## src/rtl/pbm_pkg.sv

```systemverilog
// Shared types and constants for the pixel blend block.
// No dependencies; used by the interfaces, lanes, top level and checker.
`timescale 1ns / 1ps

package pbm_pkg;

	localparam int unsigned ChW   = 8;
	localparam int unsigned ModeW = 2;
	localparam int unsigned ProdW = 2 * ChW + 1;
	localparam int unsigned SumW  = ProdW + 1;
	localparam int unsigned QuotW = ChW + 2;

	localparam logic [ChW-1:0]  ChMax   = 8'd255;
	localparam logic [SumW-1:0] RoundUp = 18'd127;

	typedef logic [ChW-1:0] chan_t;

	typedef enum logic [ModeW-1:0] {
		MODE_MUL = 2'd0,
		MODE_SUB = 2'd1,
		MODE_SCR = 2'd2,
		MODE_OVL = 2'd3
	} mode_t;

	typedef struct packed {
		logic s1;
		logic s2;
	} adv_t;

endpackage

```

## src/rtl/pbm_if.sv

```systemverilog
// Stream interfaces for the pixel blend block: operand pair in, blended pixel out.
// Depends on pbm_pkg.
`timescale 1ns / 1ps

interface pbm_pix_if;
	logic          valid;
	logic          ready;
	pbm_pkg::chan_t top_red;
	pbm_pkg::chan_t top_green;
	pbm_pkg::chan_t top_blue;
	pbm_pkg::chan_t bottom_red;
	pbm_pkg::chan_t bottom_green;
	pbm_pkg::chan_t bottom_blue;

	modport source (output valid, top_red, top_green, top_blue,
		bottom_red, bottom_green, bottom_blue, input ready);
	modport sink (input valid, top_red, top_green, top_blue,
		bottom_red, bottom_green, bottom_blue, output ready);
endinterface

interface pbm_res_if;
	logic          valid;
	logic          ready;
	pbm_pkg::chan_t out_red;
	pbm_pkg::chan_t out_green;
	pbm_pkg::chan_t out_blue;

	modport source (output valid, out_red, out_green, out_blue, input ready);
	modport sink (input valid, out_red, out_green, out_blue, output ready);
endinterface

```

## src/rtl/pbm_lane.sv

```systemverilog
// One channel of the blend datapath: operand select and multiply, divide by 255, finish.
// Depends on pbm_pkg; the top level owns valid bits and the final register.
`timescale 1ns / 1ps

module pbm_lane (
	input  logic           clk,
	input  pbm_pkg::adv_t  adv,
	input  pbm_pkg::mode_t mode,
	input  pbm_pkg::chan_t a,
	input  pbm_pkg::chan_t b,
	output pbm_pkg::chan_t res
);

	pbm_pkg::chan_t                   op_a;
	pbm_pkg::chan_t                   op_b;
	logic                             dbl;
	logic                             inv;
	logic [2*pbm_pkg::ChW-1:0]        prod;
	pbm_pkg::chan_t                   diff;

	logic [pbm_pkg::ProdW-1:0]        x_s1;
	logic                             inv_s1;
	logic                             sub_s1;
	pbm_pkg::chan_t                   diff_s1;

	logic [pbm_pkg::SumW-1:0]         y;
	logic [pbm_pkg::SumW+pbm_pkg::ChW-1:0] y257;

	logic [pbm_pkg::SumW-1:0]         y_s2;
	logic [pbm_pkg::QuotW-1:0]        q0_s2;
	logic                             inv_s2;
	logic                             sub_s2;
	pbm_pkg::chan_t                   diff_s2;

	logic [pbm_pkg::SumW-1:0]         q255;
	logic [pbm_pkg::SumW-1:0]         rem;
	logic [pbm_pkg::QuotW-1:0]        q;

	always_comb begin
		op_a = a;
		op_b = b;
		dbl  = 1'b0;
		inv  = 1'b0;
		case (mode)
			pbm_pkg::MODE_MUL: begin
				op_a = a;
				op_b = b;
			end
			pbm_pkg::MODE_SUB: begin
				op_a = a;
				op_b = b;
			end
			pbm_pkg::MODE_SCR: begin
				op_a = ~a;
				op_b = ~b;
				inv  = 1'b1;
			end
			pbm_pkg::MODE_OVL: begin
				dbl = 1'b1;
				if (a[pbm_pkg::ChW-1]) begin
					op_a = ~a;
					op_b = ~b;
					inv  = 1'b1;
				end
			end
			default: begin
				op_a = a;
				op_b = b;
			end
		endcase
	end

	assign prod = op_a * op_b;
	assign diff = (a > b) ? (a - b) : '0;

	always_ff @(posedge clk) begin
		if (adv.s1) begin
			x_s1    <= dbl ? {prod, 1'b0} : {1'b0, prod};
			inv_s1  <= inv;
			sub_s1  <= (mode == pbm_pkg::MODE_SUB);
			diff_s1 <= diff;
		end
	end

	// floor(y/255) estimate via y*257/2^16; low by at most one
	assign y    = {1'b0, x_s1} + pbm_pkg::RoundUp;
	assign y257 = {y, {pbm_pkg::ChW{1'b0}}} + {{pbm_pkg::ChW{1'b0}}, y};

	always_ff @(posedge clk) begin
		if (adv.s2) begin
			y_s2    <= y;
			q0_s2   <= y257[pbm_pkg::SumW+pbm_pkg::ChW-1 -: pbm_pkg::QuotW];
			inv_s2  <= inv_s1;
			sub_s2  <= sub_s1;
			diff_s2 <= diff_s1;
		end
	end

	assign q255 = {q0_s2, {pbm_pkg::ChW{1'b0}}} - {{pbm_pkg::ChW{1'b0}}, q0_s2};
	assign rem  = y_s2 - q255;
	assign q    = (rem >= {{(pbm_pkg::SumW-pbm_pkg::ChW){1'b0}}, pbm_pkg::ChMax})
		? q0_s2 + 1'b1 : q0_s2;

	always_comb begin
		if (sub_s2) begin
			res = diff_s2;
		end else if (inv_s2) begin
			res = ~q[pbm_pkg::ChW-1:0];
		end else begin
			res = q[pbm_pkg::ChW-1:0];
		end
	end

endmodule

```

## src/rtl/pixel_blend_modes.sv

```systemverilog
// Top level of the pixel blend block: mode register, three channel lanes, output merge.
// Depends on pbm_pkg, pbm_if (pbm_pix_if, pbm_res_if) and pbm_lane.
//
//   port     dir  kind          contents
//   pix      in   valid/ready   top and bottom RGB pixel pair
//   blend    out  valid/ready   blended RGB pixel
//   cfg_*    in   write only    blend_mode (2 bits)
//
// One pixel per clock sustained while blend.ready is held high; a transfer in passes
// through v_s1 and v_s2 into out_valid_q, and the result transfers while blend.ready is high.
// Stages: multiply, divide by 255, finish into the output register.
// Each stage advances when the one after it is empty or moving, so bubbles collapse.
// arst_n clears the valid bits and the mode (multiply); payload registers are not reset.
`timescale 1ns / 1ps

module pixel_blend_modes (
	input  logic                       clk,
	input  logic                       arst_n,
	input  logic                       cfg_we,
	input  logic [pbm_pkg::ModeW-1:0]  cfg_wdata,
	pbm_pix_if.sink                    pix,
	pbm_res_if.source                  blend
);

	pbm_pkg::mode_t mode_q;
	pbm_pkg::adv_t  adv;
	logic           adv_out;
	logic           v_s1;
	logic           v_s2;
	logic           out_valid_q;
	pbm_pkg::chan_t res_red;
	pbm_pkg::chan_t res_green;
	pbm_pkg::chan_t res_blue;
	pbm_pkg::chan_t red_q;
	pbm_pkg::chan_t green_q;
	pbm_pkg::chan_t blue_q;

	always_ff @(posedge clk or negedge arst_n) begin
		if (!arst_n) begin
			mode_q <= pbm_pkg::MODE_MUL;
		end else if (cfg_we) begin
			mode_q <= pbm_pkg::mode_t'(cfg_wdata);
		end
	end

	assign adv_out = !out_valid_q || blend.ready;
	assign adv.s2  = !v_s2 || adv_out;
	assign adv.s1  = !v_s1 || adv.s2;

	assign pix.ready = adv.s1;

	always_ff @(posedge clk or negedge arst_n) begin
		if (!arst_n) begin
			v_s1        <= 1'b0;
			v_s2        <= 1'b0;
			out_valid_q <= 1'b0;
		end else begin
			if (adv.s1) begin
				v_s1 <= pix.valid;
			end
			if (adv.s2) begin
				v_s2 <= v_s1;
			end
			if (adv_out) begin
				out_valid_q <= v_s2;
			end
		end
	end

	pbm_lane u_lane_red (
		.clk  (clk),
		.adv  (adv),
		.mode (mode_q),
		.a    (pix.top_red),
		.b    (pix.bottom_red),
		.res  (res_red)
	);

	pbm_lane u_lane_green (
		.clk  (clk),
		.adv  (adv),
		.mode (mode_q),
		.a    (pix.top_green),
		.b    (pix.bottom_green),
		.res  (res_green)
	);

	pbm_lane u_lane_blue (
		.clk  (clk),
		.adv  (adv),
		.mode (mode_q),
		.a    (pix.top_blue),
		.b    (pix.bottom_blue),
		.res  (res_blue)
	);

	always_ff @(posedge clk) begin
		if (adv_out) begin
			red_q   <= res_red;
			green_q <= res_green;
			blue_q  <= res_blue;
		end
	end

	assign blend.valid     = out_valid_q;
	assign blend.out_red   = red_q;
	assign blend.out_green = green_q;
	assign blend.out_blue  = blue_q;

endmodule

```

## src/flat_wrapper.sv

```systemverilog
// flat-port wrapper written by rule: the top's interface ports become plain ports
module pixel_blend_modes_flat 
  (clk, arst_n, cfg_we, cfg_wdata, pix_valid, pix_top_red, pix_top_green, pix_top_blue, pix_bottom_red, pix_bottom_green, pix_bottom_blue, pix_ready, blend_valid, blend_out_red, blend_out_green, blend_out_blue, blend_ready);
  pbm_pix_if pix_i ();
  pbm_res_if blend_i ();
  input  logic clk;
  input  logic arst_n;
  input  logic cfg_we;
  input  logic [pbm_pkg::ModeW-1:0] cfg_wdata;
  input wire logic [$bits(pix_i.valid)-1:0] pix_valid;
  input wire logic [$bits(pix_i.top_red)-1:0] pix_top_red;
  input wire logic [$bits(pix_i.top_green)-1:0] pix_top_green;
  input wire logic [$bits(pix_i.top_blue)-1:0] pix_top_blue;
  input wire logic [$bits(pix_i.bottom_red)-1:0] pix_bottom_red;
  input wire logic [$bits(pix_i.bottom_green)-1:0] pix_bottom_green;
  input wire logic [$bits(pix_i.bottom_blue)-1:0] pix_bottom_blue;
  output wire logic [$bits(pix_i.ready)-1:0] pix_ready;
  output wire logic [$bits(blend_i.valid)-1:0] blend_valid;
  output wire logic [$bits(blend_i.out_red)-1:0] blend_out_red;
  output wire logic [$bits(blend_i.out_green)-1:0] blend_out_green;
  output wire logic [$bits(blend_i.out_blue)-1:0] blend_out_blue;
  input wire logic [$bits(blend_i.ready)-1:0] blend_ready;
  assign pix_i.valid = pix_valid;
  assign pix_i.top_red = pix_top_red;
  assign pix_i.top_green = pix_top_green;
  assign pix_i.top_blue = pix_top_blue;
  assign pix_i.bottom_red = pix_bottom_red;
  assign pix_i.bottom_green = pix_bottom_green;
  assign pix_i.bottom_blue = pix_bottom_blue;
  assign pix_ready = pix_i.ready;
  assign blend_valid = blend_i.valid;
  assign blend_out_red = blend_i.out_red;
  assign blend_out_green = blend_i.out_green;
  assign blend_out_blue = blend_i.out_blue;
  assign blend_i.ready = blend_ready;
  pixel_blend_modes u_core (.clk(clk), .arst_n(arst_n), .cfg_we(cfg_we), .cfg_wdata(cfg_wdata), .pix(pix_i), .blend(blend_i));
endmodule
```

## config.mk

```make
export PLATFORM = sky130hd
export DESIGN_NAME = pixel_blend_modes_flat
export DESIGN_NICKNAME = d
export VERILOG_FILES = /design/src/rtl/pbm_pkg.sv /design/src/rtl/pbm_if.sv /design/src/rtl/pbm_lane.sv /design/src/rtl/pixel_blend_modes.sv /design/src/flat_wrapper.sv
export SDC_FILE = /design/constraint.sdc
export NUM_CORES = 1
export LEC_CHECK = 0
export BUFFER_PORTS_ARGS = -buffer_cell sky130_fd_sc_hd__buf_4
export CAP_MARGIN = 25
export CORE_UTILIZATION = 50
export CTS_BUF_LIST = sky130_fd_sc_hd__clkbuf_16
export CTS_CLUSTER_SIZE = 12
export DETAILED_ROUTE_END_ITERATION = 8
export PLACE_DENSITY = 0.76
export SYNTH_ARGS = -nofsm -noshare
export SYNTH_HDL_FRONTEND = slang
export SYNTH_SLANG_ARGS = --single-unit
```

## constraint.sdc

```tcl
create_clock -name clk -period 7.8 [get_ports clk]
set_input_delay 1.95 -clock clk [delete_from_list [all_inputs] [get_ports clk]]
set_output_delay 1.95 -clock clk [all_outputs]
set_load 0.03 [all_outputs]
```

== Word level (Yosys, flattened, before mapping) ==
Cells that the tools add are included.

* Input port bits: 55
* Word-level logic and storage cells: 114
* Flip-flop bits (word level): 220

* Magnitude comparators: 6
* Eq/ne operators: 3
* Mux-type cells: 31
* Bitwise gates (word level): 9
* Reductions and logical operators: 8
* Add/sub/neg operators: 18
* Multiply operators: 3

{| class="wikitable"
|+ Operator list
! cell !! number
|-
| case mux 8 bit (3 select lines) || 6
|-
| 2-to-1 mux 8 bit || 15
|-
| adder 26 x 18 -> 26 bit || 3
|-
| NOT 8 bit || 9
|-
| adder 17 x 7 -> 18 bit, second input constant || 3
|-
| >= comparator 18 x 8 -> 1 bit, second input constant || 3
|-
| subtractor 18 x 10 -> 18 bit || 3
|-
| subtractor 18 bit || 3
|-
| multiplier 8 x 8 -> 16 bit || 3
|-
| 2-to-1 mux 16 bit || 3
|-
| adder 8 x 1 -> 8 bit, second input constant || 3
|-
| > comparator 8 bit || 3
|-
| subtractor 8 bit || 3
|-
| case mux 1 bit (2 select lines) || 3
|-
| == test 2 bit, second input constant || 2
|-
| 2-to-1 mux 1 bit || 4
|-
| logical NOT 1 bit || 3
|-
| logical OR 1 bit || 3
|-
| == test 2 x 1 -> 1 bit, second input constant || 1
|-
| logical NOT 2 bit || 1
|-
| OR reduction 2 bit || 1
|}

== Longest topological paths before layout ==
* Depth after elaboration: 7
* Mapped depth: 26

== By module ==
Synthesis repeated with hierarchy kept, for this count alone.

* Cells, all modules: 2519
* Area, all modules: 22957.0 um^2

{| class="wikitable"
|+ By module, submodules not included
! module !! cells an instance !! area each (um^2) !! times used
|-
| pbm_lane (u_core.u_lane_blue) || 850 || 7500.9 || 1
|-
| pbm_lane (u_core.u_lane_red) || 820 || 7308.3 || 1
|-
| pbm_lane (u_core.u_lane_green) || 811 || 7228.2 || 1
|-
| pixel_blend_modes || 38 || 919.6 || 1
|}

== Least setup slack after synthesis ==
OpenSTA, ideal clock, no wires.

* Path kind: input-to-reg
* Start point: in pix_top_blue[7]
* End point: reg u_core.u_lane_blue.x_s1[15] (netlist bit), data pin
* Cell stages on the path: 22
* Data required time: 7.525 ns
* Setup slack: 0.539 ns
* Data arrival time: 6.986 ns
* Cells stage by stage: o21ai_0 clkbuf_1 clkbuf_1 buf_1 nor3_1 nor2_1 fa_1 fa_1 inv_1 fa_1 inv_1 fa_1 inv_1 ha_1 a21boi_0 o21ai_0 a21oi_1 o21ai_0 a21oi_1 o41ai_1 xnor2_1 mux2i_1

* Longest elaborated chain between the ends: 5
* Elaborated cells on any way between the ends: 7
* Classes of those cells: 1 x mul; 5 x mux; 1 x bitwise

{| class="wikitable"
|+ RTL lines
! item !! line !! source
|-
| from (decl) || flat_wrapper.sv:13 || <nowiki>input wire logic [$bits(pix_i.top_blue)-1:0] pix_top_blue;</nowiki>
|-
| NOT 8 bit || pbm_lane.sv:54, pbm_lane.sv:61 ||
|-
| 2-to-1 mux 8 bit || pbm_lane.sv:60 || <nowiki>if (a[pbm_pkg::ChW-1]) begin</nowiki>
|-
| case mux 8 bit (3 select lines) || pbm_lane.sv:44 || <nowiki>case (mode)</nowiki>
|-
| multiplier 8 x 8 -> 16 bit * || pbm_lane.sv:73 || <nowiki>assign prod = op_a * op_b;</nowiki>
|-
| 2-to-1 mux 16 bit * || pbm_lane.sv:78 || <nowiki>x_s1 <= dbl ? {prod, 1'b0} : {1'b0, prod};</nowiki>
|-
| to (signal assigned) || pbm_lane.sv:78 ||
|-
| to (decl) || pbm_lane.sv:21 || <nowiki>logic [pbm_pkg::ProdW-1:0] x_s1;</nowiki>
|}

Mark *: on every way between the ends. The rest lies on a longest branch, timed or not.
A chain may end at the register's enable or synchronous reset.

== Worst setup path after layout ==
* Start point: in pix_top_red[7]
* End point: reg u_core.u_lane_red.x_s1[15] (netlist bit), data pin

* Longest elaborated chain between the ends: 5
* Elaborated cells on any way between the ends: 7
* Classes of those cells: 1 x mul; 5 x mux; 1 x bitwise

{| class="wikitable"
|+ RTL lines
! item !! line !! source
|-
| from (decl) || flat_wrapper.sv:11 || <nowiki>input wire logic [$bits(pix_i.top_red)-1:0] pix_top_red;</nowiki>
|-
| NOT 8 bit || pbm_lane.sv:54, pbm_lane.sv:61 ||
|-
| 2-to-1 mux 8 bit || pbm_lane.sv:60 ||
|-
| case mux 8 bit (3 select lines) || pbm_lane.sv:44 ||
|-
| multiplier 8 x 8 -> 16 bit * || pbm_lane.sv:73 ||
|-
| 2-to-1 mux 16 bit * || pbm_lane.sv:78 ||
|-
| to (signal assigned) || pbm_lane.sv:78 ||
|-
| to (decl) || pbm_lane.sv:21 ||
|}

Marked as above.

==> flow_summary.toml <==
[outcome]
status = "finished, final reports clean"

[logic_synthesis]
synth.area.top_cells = "edfxtp_1 (29%), ha_1 (14%), fa_1 (10%)"
synthCells = 2455
synthFlopType = "edfxtp_1"
async_flop_share_pct = 2.273
synth_most_common_cell = "inv_1"
synth_seq_cells = 220
ys_warn_count = 0
avgSynthCellArea_um2 = 9.104
synth_commonest_cells = "inv_1 (329), ha_1 (258), o21ai_0 (232)"
syn_nets = 2885
ys_types = 83
synth_largest_area_cell = "edfxtp_1"
syn_area_um2 = 22350
synth_top_area_share_pct = 28.89
synth-seq-area-share_pct = 29.45
synth_edf_count = 215

[timing]
fmax_ghz = 0.1411
fin_crit_sh_pct = 90.88
skew_ns = 0.01915
tightest_slew_ns = 0.9754
rsz0062_at_grt = "false"
tns_ns = 0
hold_slack_ns = 0.4168
max-slew-margin-rel_pct = 34.97
slew_viol_final = 0
period_needed_ns = 7.088
hold_viol_final = 0
setup_viol = 0

[final_layout]
num-nets-final = 2913
syn2layout_area_growth_pct = 8.481
fin_util_pct = 54.95
multi_input_area_um2 = 14170
layout-drive-gt1-share_pct = 7.483
fin_area_um2 = 24250
fillers = 3882
seq_area_um2 = 6581

[drt]
drc_errors = 0
via_per_inst = 5.607
ant_nets = 0
wl_per_cell_um = 16.58
wl_mm = 51.26
vias = 17336
first_pass_iters = 6
first_iter_violations = 1310

[clock_network]
h-tree-depth = 1
cts_resized = 0
tritoncts = "built"
clk-insertion-delay-late_ns = 0.52
cts.path.max_buffers = 3
numCtsBuffers = 24
ctsHoldBuffers = 0
cts.sinks = 220
clock_tree.root_cell = "clkbuf_16"
clkTransAtPathRegs_ns = 0.06
postCtsSetupBuffers = 0

[worst_hold_path]
hold_path_class = "reg -> reg"

[pwr]
vdd_ir_drop_max_v = 0.0001910
power_per_cell_area_nw_per_um2 = 455.0
finalPower_w = 0.01103
p_leak_nw = 11.00

[place]
port-buffer-count = 80
gp_congestion = 0.9345
dpl-instance-area_um2 = 23490
dp_hpwl_mm = 40.95

[job]
max-cap-violations = 0

[setup_path]
cp_top_family = "adder cells"
critPathSlowestCell = "fa_1"
crit_fanout = 14
cpMostUsedCell = "fa_1"
crit_arrival_ns = 7.32
crit_buf_inv = 5
slowest_delay_ns = 0.56
required_ns = 8.03
start_kind = "primary input"
worstPathCellList = "buf_4 -> o21ai_4 -> clkinv_1 -> nor2_1 -> a21oi_1 -> fa_1 -> fa_1 -> inv_1 -> fa_1 -> inv_1 -> fa_1 -> inv_1 -> ha_1 -> a21boi_0 -> o21ai_0 -> a21boi_0 -> o21ai_0 -> a21oi_1 -> o41ai_1 -> xnor2_1 -> mux2i_1"
path_class = "in -> reg"
endpoint_kind = "flip-flop"

[grt]
grt_max_degree = 81
antenna_found_initial = 2
grt-ovfl-total = 0
grt_usage_pct = 22.59
grt_pass1_vias = 16685
grt_first_pass_wirelength_mm = 83.41

[floorplanning]
fp.dieH_um = 213.4
rows = 77
core_area_um2 = 44120
pin_count = 81
initial_core_util_pct = 50.65
die-area_um2 = 45550
fp.dieW_um = 213.4
power by group:
group | total [W] | internal [W] | switching [W]
sequential | 0.00228 | 0.00199 | 0.000290
combinational | 0.00768 | 0.00323 | 0.00445
clock | 0.00107 | 0.000640 | 0.000431
per-stage QoR:
stage	instances	setup slack, ns
after floorplan	2455	0.5390
final	3092	0.7117
after CTS	3091	0.7899
after global placement	3049	0.4716
after global routing	3092	0.3605
after detailed placement	3049	0.2420
flip-flops by register name, indices dropped and copies added, names as in the netlist, 10 cells and up:
register / flops
u_core.u_lane_blue.q0_s2: 10
u_core.u_lane_blue.x_s1: 17
u_core.u_lane_blue.y_s2: 18
u_core.u_lane_green.q0_s2: 10
u_core.u_lane_green.x_s1: 17
u_core.u_lane_green.y_s2: 18
u_core.u_lane_red.q0_s2: 10
u_core.u_lane_red.x_s1: 17
u_core.u_lane_red.y_s2: 18
layout by cell type (no fill, tap or decap), types with 20 or more instances in the layout:
cell | Yosys | routed
inv_1 | 329 | 337
ha_1 | 258 | 258
o21ai_0 | 232 | 231
nand2_1 | 218 | 217
edfxtp_1 | 215 | 215
xnor2_1 | 120 | 120
nor2_1 | 119 | 119
nand3_1 | 119 | 119
fa_1 | 117 | 117
buf_4 | 1 | 101
a21oi_1 | 90 | 90
xor2_1 | 62 | 62
a21o_1 | 51 | 51
nor3_1 | 40 | 40
nand2b_1 | 31 | 31
nor2b_1 | 29 | 29
clkbuf_16 | 0 | 25
and3_1 | 21 | 21
or2_2 | 21 | 21
mux2i_1 | 20 | 20
logic make-up (layout without fill, tap and decap cells):
family,count (synthesis),after routing,synth area share (%)
compound gates,523,523,14.40
fa+ha+maj,375,375,24.92
mux,33,33,1.551
xor+xnor,182,182,7.132
flops,220,220,29.45
other cells,0,1,0
buf+inv,431,475,7.294
simple gates,691,691,15.26
cell type report:
class	instances	share of cell area, %
Tap cell	592	3.055
Clock inverter	17	0.5109
Sequential cell	220	27.14
Clock buffer	25	2.580
Inverter	332	5.140
Timing Repair Buffer	101	3.127
Multi-Input combinational cell	1804	58.43
Antenna cell	1	0.01032
final timing paths:
path,start,to,slack (ns),cells after the start
worst max-delay path,pix_top_red[7],u_core.u_lane_red.x_s1[15]$_DFFE_PP_,0.71,21
worst min-delay path,u_core.u_lane_red.sub_s1$_DFFE_PP_,u_core.u_lane_red.sub_s2$_DFFE_PP_,0.42,0
worst max register to register,u_core.mode_q[0]$_DFFE_PN0P_,u_core.u_lane_red.x_s1[15]$_DFFE_PP_,1.51,21
worst min register to register,u_core.u_lane_red.sub_s1$_DFFE_PP_,u_core.u_lane_red.sub_s2$_DFFE_PP_,0.42,0
max in group asynchronous,arst_n,u_core.blend.valid$_DFFE_PN0P_,6.47,1
min in group asynchronous,arst_n,u_core.mode_q[1]$_DFFE_PN0P_,1.22,1
per-layer routing:
layer / wire length [um] / GRT usage, % / vias to the layer above / part of all wire [%]
li1: - / - / 8556 / -
met1: 23830 / 31.88 / 8200 / 46
met2: 23530 / 36.59 / 500 / 46
met3: 2775 / 2.563 / 78 / 5.4
met4: 1107 / 6.552 / 2 / 2.2
met5: 13 / 0 / - / 0.025
Power figures use the tool's default switching activity.
